==> src/hw/rtl/opnt_pkg.sv <==
// Shared constants, types and the square root step of the patch neighbour test.
`timescale 1ns / 1ps
package opnt_pkg;

   // Default parameter values
   localparam int COORD_BITS_DEF  = 24;
   localparam int NORMAL_BITS_DEF = 16;

   // Fixed field widths
   localparam int SCALE_W  = 16;
   localparam int THRESH_W = 16;
   localparam int RADIUS_W = 24;
   localparam int CSR_IDX_W  = 2;
   localparam int CSR_DATA_W = 24;

   // Register indexes
   localparam logic [CSR_IDX_W-1:0] REG_THRESHOLD = 2'd0;
   localparam logic [CSR_IDX_W-1:0] REG_RADIUS    = 2'd1;
   localparam logic [CSR_IDX_W-1:0] REG_RAD_EN    = 2'd2;

   // Reset values
   localparam logic [THRESH_W-1:0] THRESHOLD_RST = 16'd128;

   // Verdict codes
   localparam logic [1:0] VERDICT_NEIGHBOR = 2'd0;
   localparam logic [1:0] VERDICT_OPPOSED  = 2'd1;
   localparam logic [1:0] VERDICT_RADIUS   = 2'd2;
   localparam logic [1:0] VERDICT_VERTICAL = 2'd3;

   // Square root: the root is only needed below 16 * cell^2 < 2^36
   localparam int SQ_IN_W   = 2 * SCALE_W + 4;
   localparam int SQ_RW     = SQ_IN_W + 1;
   localparam int ROOT_W    = SQ_IN_W / 2;
   localparam int SQ_STAGES = ROOT_W / 2;

   typedef struct packed {
      logic [SQ_RW-1:0] rem;
      logic [SQ_RW-1:0] root;
   } sq_pair_type;

   // One digit of the bitwise square root
   function automatic sq_pair_type sqrt_step(input sq_pair_type p, input int unsigned idx);
      logic [SQ_RW-1:0] bit_v;
      logic [SQ_RW-1:0] trial;
      sq_pair_type      q;
      bit_v = {{(SQ_RW-1){1'b0}}, 1'b1} << (SQ_IN_W - 2 - 2 * idx);
      trial = p.root + bit_v;
      if (p.rem >= trial) begin
         q.rem  = p.rem - trial;
         q.root = (p.root >> 1) + bit_v;
      end else begin
         q.rem  = p.rem;
         q.root = p.root >> 1;
      end
      return q;
   endfunction

endpackage

==> src/hw/rtl/opnt_isqrt_pipe.sv <==
// Pipelined integer square root, two root bits per stage.
`timescale 1ns / 1ps
module opnt_isqrt_pipe
   import opnt_pkg::*;
(
   input  logic                 clock,
   input  logic [SQ_STAGES-1:0] stage_en,
   input  logic [SQ_IN_W-1:0]   value_in,
   output logic [ROOT_W-1:0]    root_out
);

   sq_pair_type stage_ff [SQ_STAGES];

   for (genvar j = 0; j < SQ_STAGES; j++) begin : g_stage
      sq_pair_type src;
      sq_pair_type mid;
      sq_pair_type stage_in;

      // take the previous partial result
      if (j == 0) begin : g_first
         assign src = {SQ_RW'(value_in), {SQ_RW{1'b0}}};
      end else begin : g_next
         assign src = stage_ff[j-1];
      end

      // two digits a stage
      always_comb begin
         mid      = sqrt_step(src, 2 * j);
         stage_in = sqrt_step(mid, 2 * j + 1);
      end

      // hold while the stage stalls
      always_ff @(posedge clock) begin
         if (stage_en[j]) begin
            stage_ff[j] <= stage_in;
         end
      end
   end

   assign root_out = stage_ff[SQ_STAGES-1].root[ROOT_W-1:0];

endmodule

==> config.mk <==
export PLATFORM = sky130hd
export DESIGN_NAME = opnt_isqrt_pipe
export DESIGN_NICKNAME = d
export VERILOG_FILES = /design/src/hw/rtl/opnt_pkg.sv /design/src/hw/rtl/opnt_isqrt_pipe.sv
export SDC_FILE = /design/constraint.sdc
export NUM_CORES = 1
export LEC_CHECK = 0
export BUFFER_PORTS_ARGS = -buffer_cell sky130_fd_sc_hd__buf_2
export CAP_MARGIN = 40
export CORE_UTILIZATION = 45
export DETAILED_ROUTE_END_ITERATION = 10
export PLACE_DENSITY = 0.61
export SLEW_MARGIN = 20
export SYNTH_ARGS = -nofsm -noshare
export SYNTH_HDL_FRONTEND = slang
export SYNTH_SLANG_ARGS = --single-unit
==> constraint.sdc <==
create_clock -name clock -period 7.8 [get_ports clock]
set_clock_uncertainty 0.2 [all_clocks]
set_input_delay 0.78 -clock clock [delete_from_list [all_inputs] [get_ports clock]]
set_output_delay 0.78 -clock clock [all_outputs]
set_load 0.05 [all_outputs]
==> run summary, run 1 <==
=========================================================================================
Result of the run                                                            finished clean
Arrival @ worst endpoint                                                          6.81 ns
Number of warnings issued by yosys                                                      0
Net count, final                                                                    2,893
Clock tree from TritonCTS                                                           built
Required time of the worst setup path                                             7.92 ns
Max Buffers Root-to-Sink                                                                3
Core Rows                                                                              87
Number of buffers inserted by port buffering                                           63
Number of max-cap violations                                                            0
Critical path class                                                            reg -> reg
Syn Nets                                                                            2,821
Crit path time final                                                              6.69 ns
Area of placed instances                                                       27,100 µm²
Wire length of the first global-routing pass                                   104,000 µm
DP Wirelength                                                                   52,600 µm
Antenna Violating Nets Remaining                                                        0
Area inside the core boundary                                                  56,600 µm²
Cell area power density                                                        310 nW/µm²
Design Area, Final                                                             28,600 µm²
Width of the chip                                                                  242 µm
Skew-Pair Late Insertion Delay                                                    0.59 ns
Total setup violations reported at the end of the flow                                  0
Post-route met1 wirelength                                                      28,800 µm
Detailed-router iteration count before antenna repair                                   7
Max-slew violation count                                                                0
Clk sink count                                                                        386
End point of the most critical hold path                                     stage_ff[0][46]
Post-Syn Area                                                                  25,900 µm²
Register with the most flip-flops                                                stage_ff
Largest registers ranked by flip-flop count                                  stage_ff (386)
Post-synth cell types                                                                  87
Final GP Congestion                                                                 0.949
Max rail drop VDD                                                                0.166 mV
PostCTS Resize Cnt                                                                      0
Starting density of the core                                                        45.7%
Worst slack at placement                                                          1.17 ns
Worst-margin pin slew                                                            0.910 ns
Cell at the root of the clock tree                                           sky130_fd_sc_hd__clkbuf_16
Beginning of the worst hold path                                              value_in[9]
Total of hold buffers inserted after clock tree synthesis                               0
Total I/O pin count                                                                    64
Crit path capture type                                                          flip-flop
Proportion of register bits with asynchronous set or reset after synthesis             0%
Gate count of the mapped netlist                                                    2,588
Detail Route met2 WL                                                            33,000 µm
Fin. Hold Viols                                                                         0
Die area                                                                       58,500 µm²
Ranking of synthesized cells by area                                         sky130_fd_sc_hd__edfxtp_1 (45%), sky130_fd_sc_hd__ha_1 (9.0%), sky130_fd_sc_hd__xnor2_1 (5.5%)
Count of unresolved DRC violations after routing                                        0
Cell count of the worst reg-to-reg path                                                18
Fraction of the yosys area taken by sequential cells                                44.8%
Reg-to-reg startpoint                                                        stage_ff[2][96]
Number of instances on the worst hold path                                              1
Final period utilization                                                            85.7%
Unrepaired setup endpoints after global routing                                        no
Fraction of layout instances using a drive strength above 1                         8.61%
Final-layout setup total negative slack                                              0 ns
Cts bufs inserted                                                                      43
Dominant synthesized flop cell                                               sky130_fd_sc_hd__edfxtp_1
Detailed-route wire length per cell                                               19.2 µm
Height of the chip                                                                 242 µm
Area delta synth->final                                                             10.6%
Static Leak                                                                     0.0112 µW
Setup Fix Bufs, Post-CTS                                                                0
Starting DRT DRC Count                                                              1,368
Via count                                                                          19,800
Register bit count reported by yosys                                                  386
Post-route setup slack                                                            1.11 ns
Antenna violations before repair                                                        0
Top layer used by detailed routing                                                   met4
Setup slack, reg-to-reg                                                           1.11 ns
Crit path launch type                                                           flip-flop
Pin count of the biggest net entering global routing                                   54
Max Clock Freq                                                                    150 MHz
Routed length on met3                                                             2630 µm
Mapped Avg Cell Area                                                             10.0 µm²
Number of flops mapped to enable cells by yosys                                       386
Gr usage total                                                                      22.2%
Total grt overflow                                                                      0
Worst max-slew margin expressed relative to the limit                               38.9%
Most area-hungry cell type in the Yosys netlist                              sky130_fd_sc_hd__edfxtp_1
H-tree depth                                                                            2
Clock-pin slew of the registers on the worst-case setup and hold paths            0.06 ns
Number of global-route vias before repair                                          19,300
Fraction of synthesized cell area taken by the top area cell type                   44.8%
Final cell utilization of the core                                                  50.6%
Vias per inst                                                                        5.73
Classification of the worst-slack hold path                                     in -> reg
Total wire length                                                               66,200 µm
Number of flip-flops in the largest register                                          386
Max FO, Critical Path                                                                  27
FF-to-FF End                                                                 stage_ff[3][49]
=========================================================================================
-- power by group --
| part | leakage [µW] | internal [µW] | switching, µW |
|---|---|---|---|
| Sequential | 0.00369 | 2810 | 343 |
| Combinational | 0.00680 | 1510 | 2110 |
| Clock | 0.000708 | 1230 | 883 |
-- critical path, stage by stage (launching register included) --
cell and delay, ns:
sky130_fd_sc_hd__edfxtp_1 0.56, sky130_fd_sc_hd__inv_1 0.14, sky130_fd_sc_hd__ha_1 0.42, sky130_fd_sc_hd__nand3_1 0.21
sky130_fd_sc_hd__or3_1 0.44, sky130_fd_sc_hd__o31a_2 0.39, sky130_fd_sc_hd__nand4_4 0.35, sky130_fd_sc_hd__inv_2 0.25
sky130_fd_sc_hd__o21ai_0 0.29, sky130_fd_sc_hd__ha_1 0.35, sky130_fd_sc_hd__and3_1 0.26, sky130_fd_sc_hd__a221o_1 0.31
sky130_fd_sc_hd__a21oi_1 0.20, sky130_fd_sc_hd__o21ai_0 0.10, sky130_fd_sc_hd__a31o_2 0.25, sky130_fd_sc_hd__or2_1 0.26
sky130_fd_sc_hd__or4_1 0.78, sky130_fd_sc_hd__buf_4 0.34, sky130_fd_sc_hd__mux2_2 0.29
-- how the worst max path moves through the flow --
stage | endpoint | slack, ns | start
after floorplan | stage_ff[3][56] | 2.11 | stage_ff[2][129]
after global placement | stage_ff[3][56] | 1.19 | stage_ff[2][96]
after detailed placement | stage_ff[3][56] | 1.17 | stage_ff[2][96]
after CTS | stage_ff[3][49] | 1.16 | stage_ff[2][96]
after global routing | stage_ff[3][56] | 0.82 | stage_ff[2][96]
final | stage_ff[3][49] | 1.11 | stage_ff[2][96]
-- kinds of logic (layout without fill, tap and decap cells) --
family / Yosys count / in the layout / share of synthesized area [%]
adder cells (fa/ha/maj): 187 / 187 / 9.04
XOR/XNOR: 245 / 245 / 8.32
AND/OR/NAND/NOR: 870 / 870 / 17.1
multiplexers: 41 / 41 / 1.79
other: 0 / 1 / 0
flip-flops: 386 / 386 / 44.8
AO/OA/AOI/OAI: 619 / 619 / 15.3
buffers and inverters: 240 / 345 / 3.62
-- layer usage --
| metal | GRT usage [%] | vias up |
|---|---|---|
| met5 | 0 | - |
| met4 | 6.91 | 0 |
| met3 | 2.75 | 92 |
| met2 | 39.6 | 436 |
| met1 | 28.0 | 9450 |
| li1 | - | 9801 |
-- cells in the final DEF, fill, tap and decap left out, types with 27 or more instances in the layout --
master,count
sky130_fd_sc_hd__a21o_1,58
sky130_fd_sc_hd__a21oi_1,207
sky130_fd_sc_hd__and3_1,27
sky130_fd_sc_hd__buf_2,64
sky130_fd_sc_hd__clkbuf_16,43
sky130_fd_sc_hd__edfxtp_1,386
sky130_fd_sc_hd__ha_1,187
sky130_fd_sc_hd__inv_1,174
sky130_fd_sc_hd__mux2_2,27
sky130_fd_sc_hd__nand2_1,184
sky130_fd_sc_hd__nand2b_1,27
sky130_fd_sc_hd__nand3_1,64
sky130_fd_sc_hd__nand4_1,50
sky130_fd_sc_hd__nor2_1,221
sky130_fd_sc_hd__nor2b_1,33
sky130_fd_sc_hd__nor3_1,61
sky130_fd_sc_hd__nor4_1,67
sky130_fd_sc_hd__o21ai_0,123
sky130_fd_sc_hd__xnor2_1,163
sky130_fd_sc_hd__xor2_1,81
-- area by class of cell --
class | instances | area, µm²
diodes | 1 | 2.50
inverters | 177 | 664
fillers | 5149 | 28000
repair buffers | 90 | 588
multi-input cells | 1962 | 13400
well taps | 756 | 946
clock buffers | 47 | 1090
clock inverters | 31 | 373
flip-flops and latches | 386 | 11600
-- stage by stage --
step,instances,hold WS [ns],power (µW)
final,3450,0.177,8880
after global routing,3449,0.166,9450
after CTS,3445,0.148,8910
after detailed placement,3367,0.232,6760
after global placement,3362,0.230,6710
after floorplan,2588,0.226,5810
-- cells in the mapped netlist, types with 11 or more instances --
cell and n:
sky130_fd_sc_hd__buf_2 12, sky130_fd_sc_hd__nand4_1 50, sky130_fd_sc_hd__or3_1 24, sky130_fd_sc_hd__or4_1 15, sky130_fd_sc_hd__o31ai_1 21, sky130_fd_sc_hd__edfxtp_1 386, sky130_fd_sc_hd__xnor2_1 163, sky130_fd_sc_hd__and3_1 27
sky130_fd_sc_hd__nor2_1 221, sky130_fd_sc_hd__nor3_1 61, sky130_fd_sc_hd__and2_1 19, sky130_fd_sc_hd__o211ai_1 21, sky130_fd_sc_hd__nor2b_1 33, sky130_fd_sc_hd__nand3b_1 11, sky130_fd_sc_hd__a31oi_1 14, sky130_fd_sc_hd__nor4_1 67
sky130_fd_sc_hd__nand2_1 184, sky130_fd_sc_hd__o21bai_1 11, sky130_fd_sc_hd__or2_2 20, sky130_fd_sc_hd__xor2_1 81, sky130_fd_sc_hd__nand3_1 64, sky130_fd_sc_hd__nand2b_1 27, sky130_fd_sc_hd__o21a_1 24, sky130_fd_sc_hd__ha_1 187
sky130_fd_sc_hd__a211oi_1 20, sky130_fd_sc_hd__a21oi_1 207, sky130_fd_sc_hd__clkbuf_1 38, sky130_fd_sc_hd__o21ai_0 123, sky130_fd_sc_hd__mux2_2 27, sky130_fd_sc_hd__a21o_1 58, sky130_fd_sc_hd__inv_1 174
No activity file was read; power rests on OpenSTA's default activity.
==> run 2: changes to the inputs <==
--- a/config.mk
+++ b/config.mk
@@ -5,11 +5,14 @@
 export SDC_FILE = /design/constraint.sdc
 export NUM_CORES = 1
 export LEC_CHECK = 0
+export ABC_AREA = 1
 export BUFFER_PORTS_ARGS = -buffer_cell sky130_fd_sc_hd__buf_2
 export CAP_MARGIN = 40
+export CORE_ASPECT_RATIO = 1.75
 export CORE_UTILIZATION = 45
+export CTS_BUF_LIST = sky130_fd_sc_hd__clkbuf_4 sky130_fd_sc_hd__clkbuf_8 sky130_fd_sc_hd__clkbuf_16
 export DETAILED_ROUTE_END_ITERATION = 10
-export PLACE_DENSITY = 0.61
+export PLACE_DENSITY = 0.6
 export SLEW_MARGIN = 20
 export SYNTH_ARGS = -nofsm -noshare
 export SYNTH_HDL_FRONTEND = slang
==> run 2 against run 1 <==
Net effect:
- via count up 32%
- first-iteration DRC count is 8.3% lower
- maximum frequency rose by 14%
- wire length up 43%
- cell count is 39% higher
- sequential cell count is the same
- sequential share of layout area fell by 4.3 points
- worst hold slack worse by 0.015 ns
- global-route usage increased by 6.4 points
- synthesized cell count increased by 50%
- critical path type unchanged
- largest power group unchanged
- highest routed layer unchanged
==> run summary, run 2 <==
=========================================================================================
Combinational family with the most area after synthesis                      simple AND/OR/NAND/NOR gates   unchanged
Number of global-route vias before repair                                          26,700   was 19,300
Cell at the root of the clock tree                                           sky130_fd_sc_hd__clkbuf_16   unchanged
Core Rows                                                                             123   was 87
Gate count of the mapped netlist                                                    3,891   was 2,588
Mapped Avg Cell Area                                                             7.59 µm²   was 10.0 µm²
Post-synth cell types                                                                  58   was 87
Wire length of the first global-routing pass                                   145,000 µm   was 104,000 µm
Die area                                                                       66,700 µm²   was 58,500 µm²
Fraction of synthesized cell area in xor and xnor cells                             4.81%   was 8.32%
Number of max-cap violations                                                            0   unchanged
Proportion of power drawn by flip-flops and latches                                 31.6%   was 35.5%
Multiplexer share of the synthesized area                                              0%   was 1.79%
Total of hold buffers inserted after clock tree synthesis                               0   unchanged
Largest registers ranked by flip-flop count                                  stage_ff (386)   unchanged
Number of flops mapped to enable cells by yosys                                       386   unchanged
Ranking of synthesized cells by area                                         sky130_fd_sc_hd__edfxtp_1 (39%), sky130_fd_sc_hd__nand2_1 (13%), sky130_fd_sc_hd__ha_1 (7.9%)   was sky130_fd_sc_hd__edfxtp_1 (45%), sky130_fd_sc_hd__ha_1 (9.0%), sky130_fd_sc_hd__xnor2_1 (5.5%)
Post-Syn Area                                                                  29,500 µm²   was 25,900 µm²
Max-slew violation count                                                                0   unchanged
Post-synthesis adder-cell area fraction                                             7.92%   was 9.04%
Required time of the worst setup path                                             7.93 ns   was 7.92 ns
Total wire length                                                               94,500 µm   was 66,200 µm
Design Area, Final                                                             32,100 µm²   was 28,600 µm²
Height of the chip                                                                 341 µm   was 242 µm
Clock-pin slew of the registers on the worst-case setup and hold paths            0.06 ns   about the same
Proportion of register bits with asynchronous set or reset after synthesis             0%   unchanged
Final cell utilization of the core                                                  49.6%   was 50.6%
Antenna violations before repair                                                        0   unchanged
Total I/O pin count                                                                    64   unchanged
Part of the total power dissipated in the clock network                             20.0%   was 23.8%
Fin. Hold Viols                                                                         0   unchanged
Unrepaired setup endpoints after global routing                                        no   unchanged
Pin count of the biggest net entering global routing                                   54   unchanged
Final GP Congestion                                                                  1.02   was 0.949
PostCTS Resize Cnt                                                                      0   unchanged
Internal power component                                                          5460 µW   was 5550 µW
Max FO, Critical Path                                                                  29   was 27
Starting DRT DRC Count                                                              1,254   was 1,368
Antenna Violating Nets Remaining                                                        0   unchanged
Net count, final                                                                    4,200   was 2,893
Starting density of the core                                                        45.7%   about the same
Crit path capture type                                                          flip-flop   unchanged
Dominant synthesized flop cell                                               sky130_fd_sc_hd__edfxtp_1   unchanged
Fraction of the yosys area taken by sequential cells                                39.3%   was 44.8%
Cell area power density                                                        313 nW/µm²   was 310 nW/µm²
Result of the run                                                            finished clean   unchanged
Crit path time final                                                              5.88 ns   was 6.69 ns
Max rail drop VDD                                                                0.199 mV   was 0.166 mV
Fraction of layout instances using a drive strength above 1                         7.86%   was 8.61%
Number of flip-flops in the largest register                                          386   unchanged
Reported net switching power                                                      4570 µW   was 3330 µW
Via count                                                                          26,100   was 19,800
Area of placed instances                                                       30,700 µm²   was 27,100 µm²
Worst max-slew margin expressed relative to the limit                               45.4%   was 38.9%
Max Buffers Root-to-Sink                                                                3   unchanged
Register bit count reported by yosys                                                  386   unchanged
Static Leak                                                                     0.0142 µW   was 0.0112 µW
Syn Nets                                                                            4,124   was 2,821
DP Wirelength                                                                   79,100 µm   was 52,600 µm
Worst-margin pin slew                                                            0.817 ns   was 0.910 ns
Skew-Pair Late Insertion Delay                                                    0.61 ns   was 0.59 ns
Count of unresolved DRC violations after routing                                        0   unchanged
# diodes                                                                                0   was 1
Clock tree from TritonCTS                                                           built   unchanged
Number of warnings issued by yosys                                                      0   unchanged
Reg-to-reg startpoint                                                        stage_ff[2][96]   unchanged
Fraction of synthesized cell area taken by the top area cell type                   39.3%   was 44.8%
Beginning of the worst hold path                                             value_in[23]   was value_in[9]
Detailed-route wire length per cell                                               19.7 µm   was 19.2 µm
Combinational cell fraction of total power                                          48.4%   was 40.8%
Switching part of the total power                                                   45.5%   was 37.5%
Width of the chip                                                                  196 µm   was 242 µm
Most area-hungry cell type in the Yosys netlist                              sky130_fd_sc_hd__edfxtp_1   unchanged
Highest-count cells in the layout ignoring fill and taps                     sky130_fd_sc_hd__nand2_1 (1,059), sky130_fd_sc_hd__inv_1 (509), sky130_fd_sc_hd__nor2_1 (399)   was sky130_fd_sc_hd__edfxtp_1 (386), sky130_fd_sc_hd__nor2_1 (221), sky130_fd_sc_hd__a21oi_1 (207)
Register with the most flip-flops                                                stage_ff   unchanged
Detailed-router iteration count before antenna repair                                   8   was 7
Classification of the worst-slack hold path                                     in -> reg   unchanged
Vias per inst                                                                        5.43   was 5.73
Total setup violations reported at the end of the flow                                  0   unchanged
Synth cell count leaders                                                     sky130_fd_sc_hd__nand2_1 (1,059), sky130_fd_sc_hd__inv_1 (509), sky130_fd_sc_hd__nor2_1 (400)   was sky130_fd_sc_hd__edfxtp_1 (386), sky130_fd_sc_hd__nor2_1 (221), sky130_fd_sc_hd__a21oi_1 (207)
Area inside the core boundary                                                  64,600 µm²   was 56,600 µm²
Cts bufs inserted                                                                      40   was 43
Crit path launch type                                                           flip-flop   unchanged
Final-layout setup total negative slack                                              0 ns   unchanged
Max Clock Freq                                                                    170 MHz   was 150 MHz
Area delta synth->final                                                             8.59%   was 10.6%
Gr usage total                                                                      28.6%   was 22.2%
Leading cell type in the layout, fill and taps excluded                      sky130_fd_sc_hd__nand2_1   was sky130_fd_sc_hd__edfxtp_1
Clk sink count                                                                        386   unchanged
Most used standard cell by instance count after synthesis                    sky130_fd_sc_hd__nand2_1   was sky130_fd_sc_hd__edfxtp_1
Source of the critical timing path                                           stage_ff[2][96]   unchanged
Compound-gate portion of the synthesized area                                       8.75%   was 15.3%
Critical path class                                                            reg -> reg   unchanged
Number of buffers inserted by port buffering                                           63   unchanged
Post-Synth Simple-Gate Area                                                         31.4%   was 17.1%
H-tree depth                                                                            2   unchanged
Setup Fix Bufs, Post-CTS                                                                0   unchanged
Total grt overflow                                                                      0   unchanged
Final period utilization                                                            75.3%   was 85.7%
Arrival @ worst endpoint                                                          6.01 ns   was 6.81 ns
=========================================================================================
==> run 2: changes by cell type in the layout (fill, tap and decap cells not counted), sizes merged, moves of 30 or more <==
cell	delta
nand2	+914
nand4	+39
nor2	+216
xnor2	-94
nand3	+253
nor4	-36
a21o	-51
nor2b	-32
o21ai	+103
mux2	-30
inv	+360
==> run 2: path summary, 6_finish.rpt <==
| path | to | slack [ns] | depth (start not counted) |
|---|---|---|---|
| setup reg to reg | stage_ff[3][51] | 1.92 | 25 |
| hold / removal | stage_ff[0][60] | 0.16 | 1 |
| setup / recovery | stage_ff[3][51] | 1.92 | 25 |
| hold reg to reg | stage_ff[3][91] | 0.21 | 0 |
==> run 2: layout make-up <==
type,count,area (µm²)
fill,6576,32600
multi-input combinational,2924,15600
sequential,386,11600
inverter,542,2030
clock buffer,47,1050
tap,812,1020
timing repair buffer,73,448
clock inverter,25,302
==> run 2: power by group through the flow <==
stage                     Combinational, µW  Clock (µW)  Sequential [µW]
final                                  4850        2010             3170
after global routing                   5420        2120             3200
after CTS                              4800        2050             3170
after detailed placement               4780           0             3220
after global placement                 4770           0             3220
after floorplan                        3490           0             3030
==> run 2: cell families after synthesis <==
logic type,count (synthesis)
and+or+nand+nor,2098
buffers and inverters,581
AOI/OAI and AO/OA,477
DFF,386
adders and majority gates,187
xor gates and xnor gates,162
==> run 2: per-stage QoR <==
| step | cells | power, µW | hold WS, ns | setup WS [ns] |
|---|---|---|---|---|
| final | 4809 | 10000 | 0.162 | 1.92 |
| after global routing | 4809 | 10700 | 0.145 | 1.55 |
| after CTS | 4808 | 10000 | 0.133 | 2.00 |
| after detailed placement | 4736 | 7990 | 0.227 | 2.03 |
| after global placement | 4733 | 7990 | 0.224 | 2.10 |
| after floorplan | 3891 | 6520 | 0.217 | 3.71 |
==> run 2: worst max-delay path, stage by stage, from the launching register on <==
cell and delay, ns:
sky130_fd_sc_hd__edfxtp_1 0.51, sky130_fd_sc_hd__inv_1 0.13, sky130_fd_sc_hd__ha_1 0.38, sky130_fd_sc_hd__nand2_1 0.09, sky130_fd_sc_hd__inv_1 0.09, sky130_fd_sc_hd__nand2_1 0.12
sky130_fd_sc_hd__nor2_2 0.17, sky130_fd_sc_hd__nand4_1 0.11, sky130_fd_sc_hd__nor2_2 0.18, sky130_fd_sc_hd__nor2_4 0.06, sky130_fd_sc_hd__nand2_4 0.27, sky130_fd_sc_hd__inv_1 0.35
sky130_fd_sc_hd__nand2_1 0.16, sky130_fd_sc_hd__o21ai_0 0.16, sky130_fd_sc_hd__ha_1 0.42, sky130_fd_sc_hd__nand2_1 0.16, sky130_fd_sc_hd__nor2_1 0.17, sky130_fd_sc_hd__nand3_1 0.08
sky130_fd_sc_hd__nor3_1 0.28, sky130_fd_sc_hd__nand4_1 0.23, sky130_fd_sc_hd__nor2_1 0.15, sky130_fd_sc_hd__nand3_1 0.09, sky130_fd_sc_hd__nand2_2 0.50, sky130_fd_sc_hd__inv_2 0.31
sky130_fd_sc_hd__nand2_1 0.14, sky130_fd_sc_hd__nand2_1 0.06
==> run 2: metal layers <==
| layer | global-route usage [%] | part of all wire (%) | wire (µm) | vias up |
|---|---|---|---|---|
| li1 | - | - | - | 13100 |
| met1 | 24.7 | 32 | 30400 | 12000 |
| met2 | 57.9 | 56 | 52900 | 652 |
| met3 | 2.87 | 2.7 | 2550 | 376 |
| met4 | 23.5 | 9.1 | 8620 | 0 |
| met5 | 0 | 0 | 0 | - |
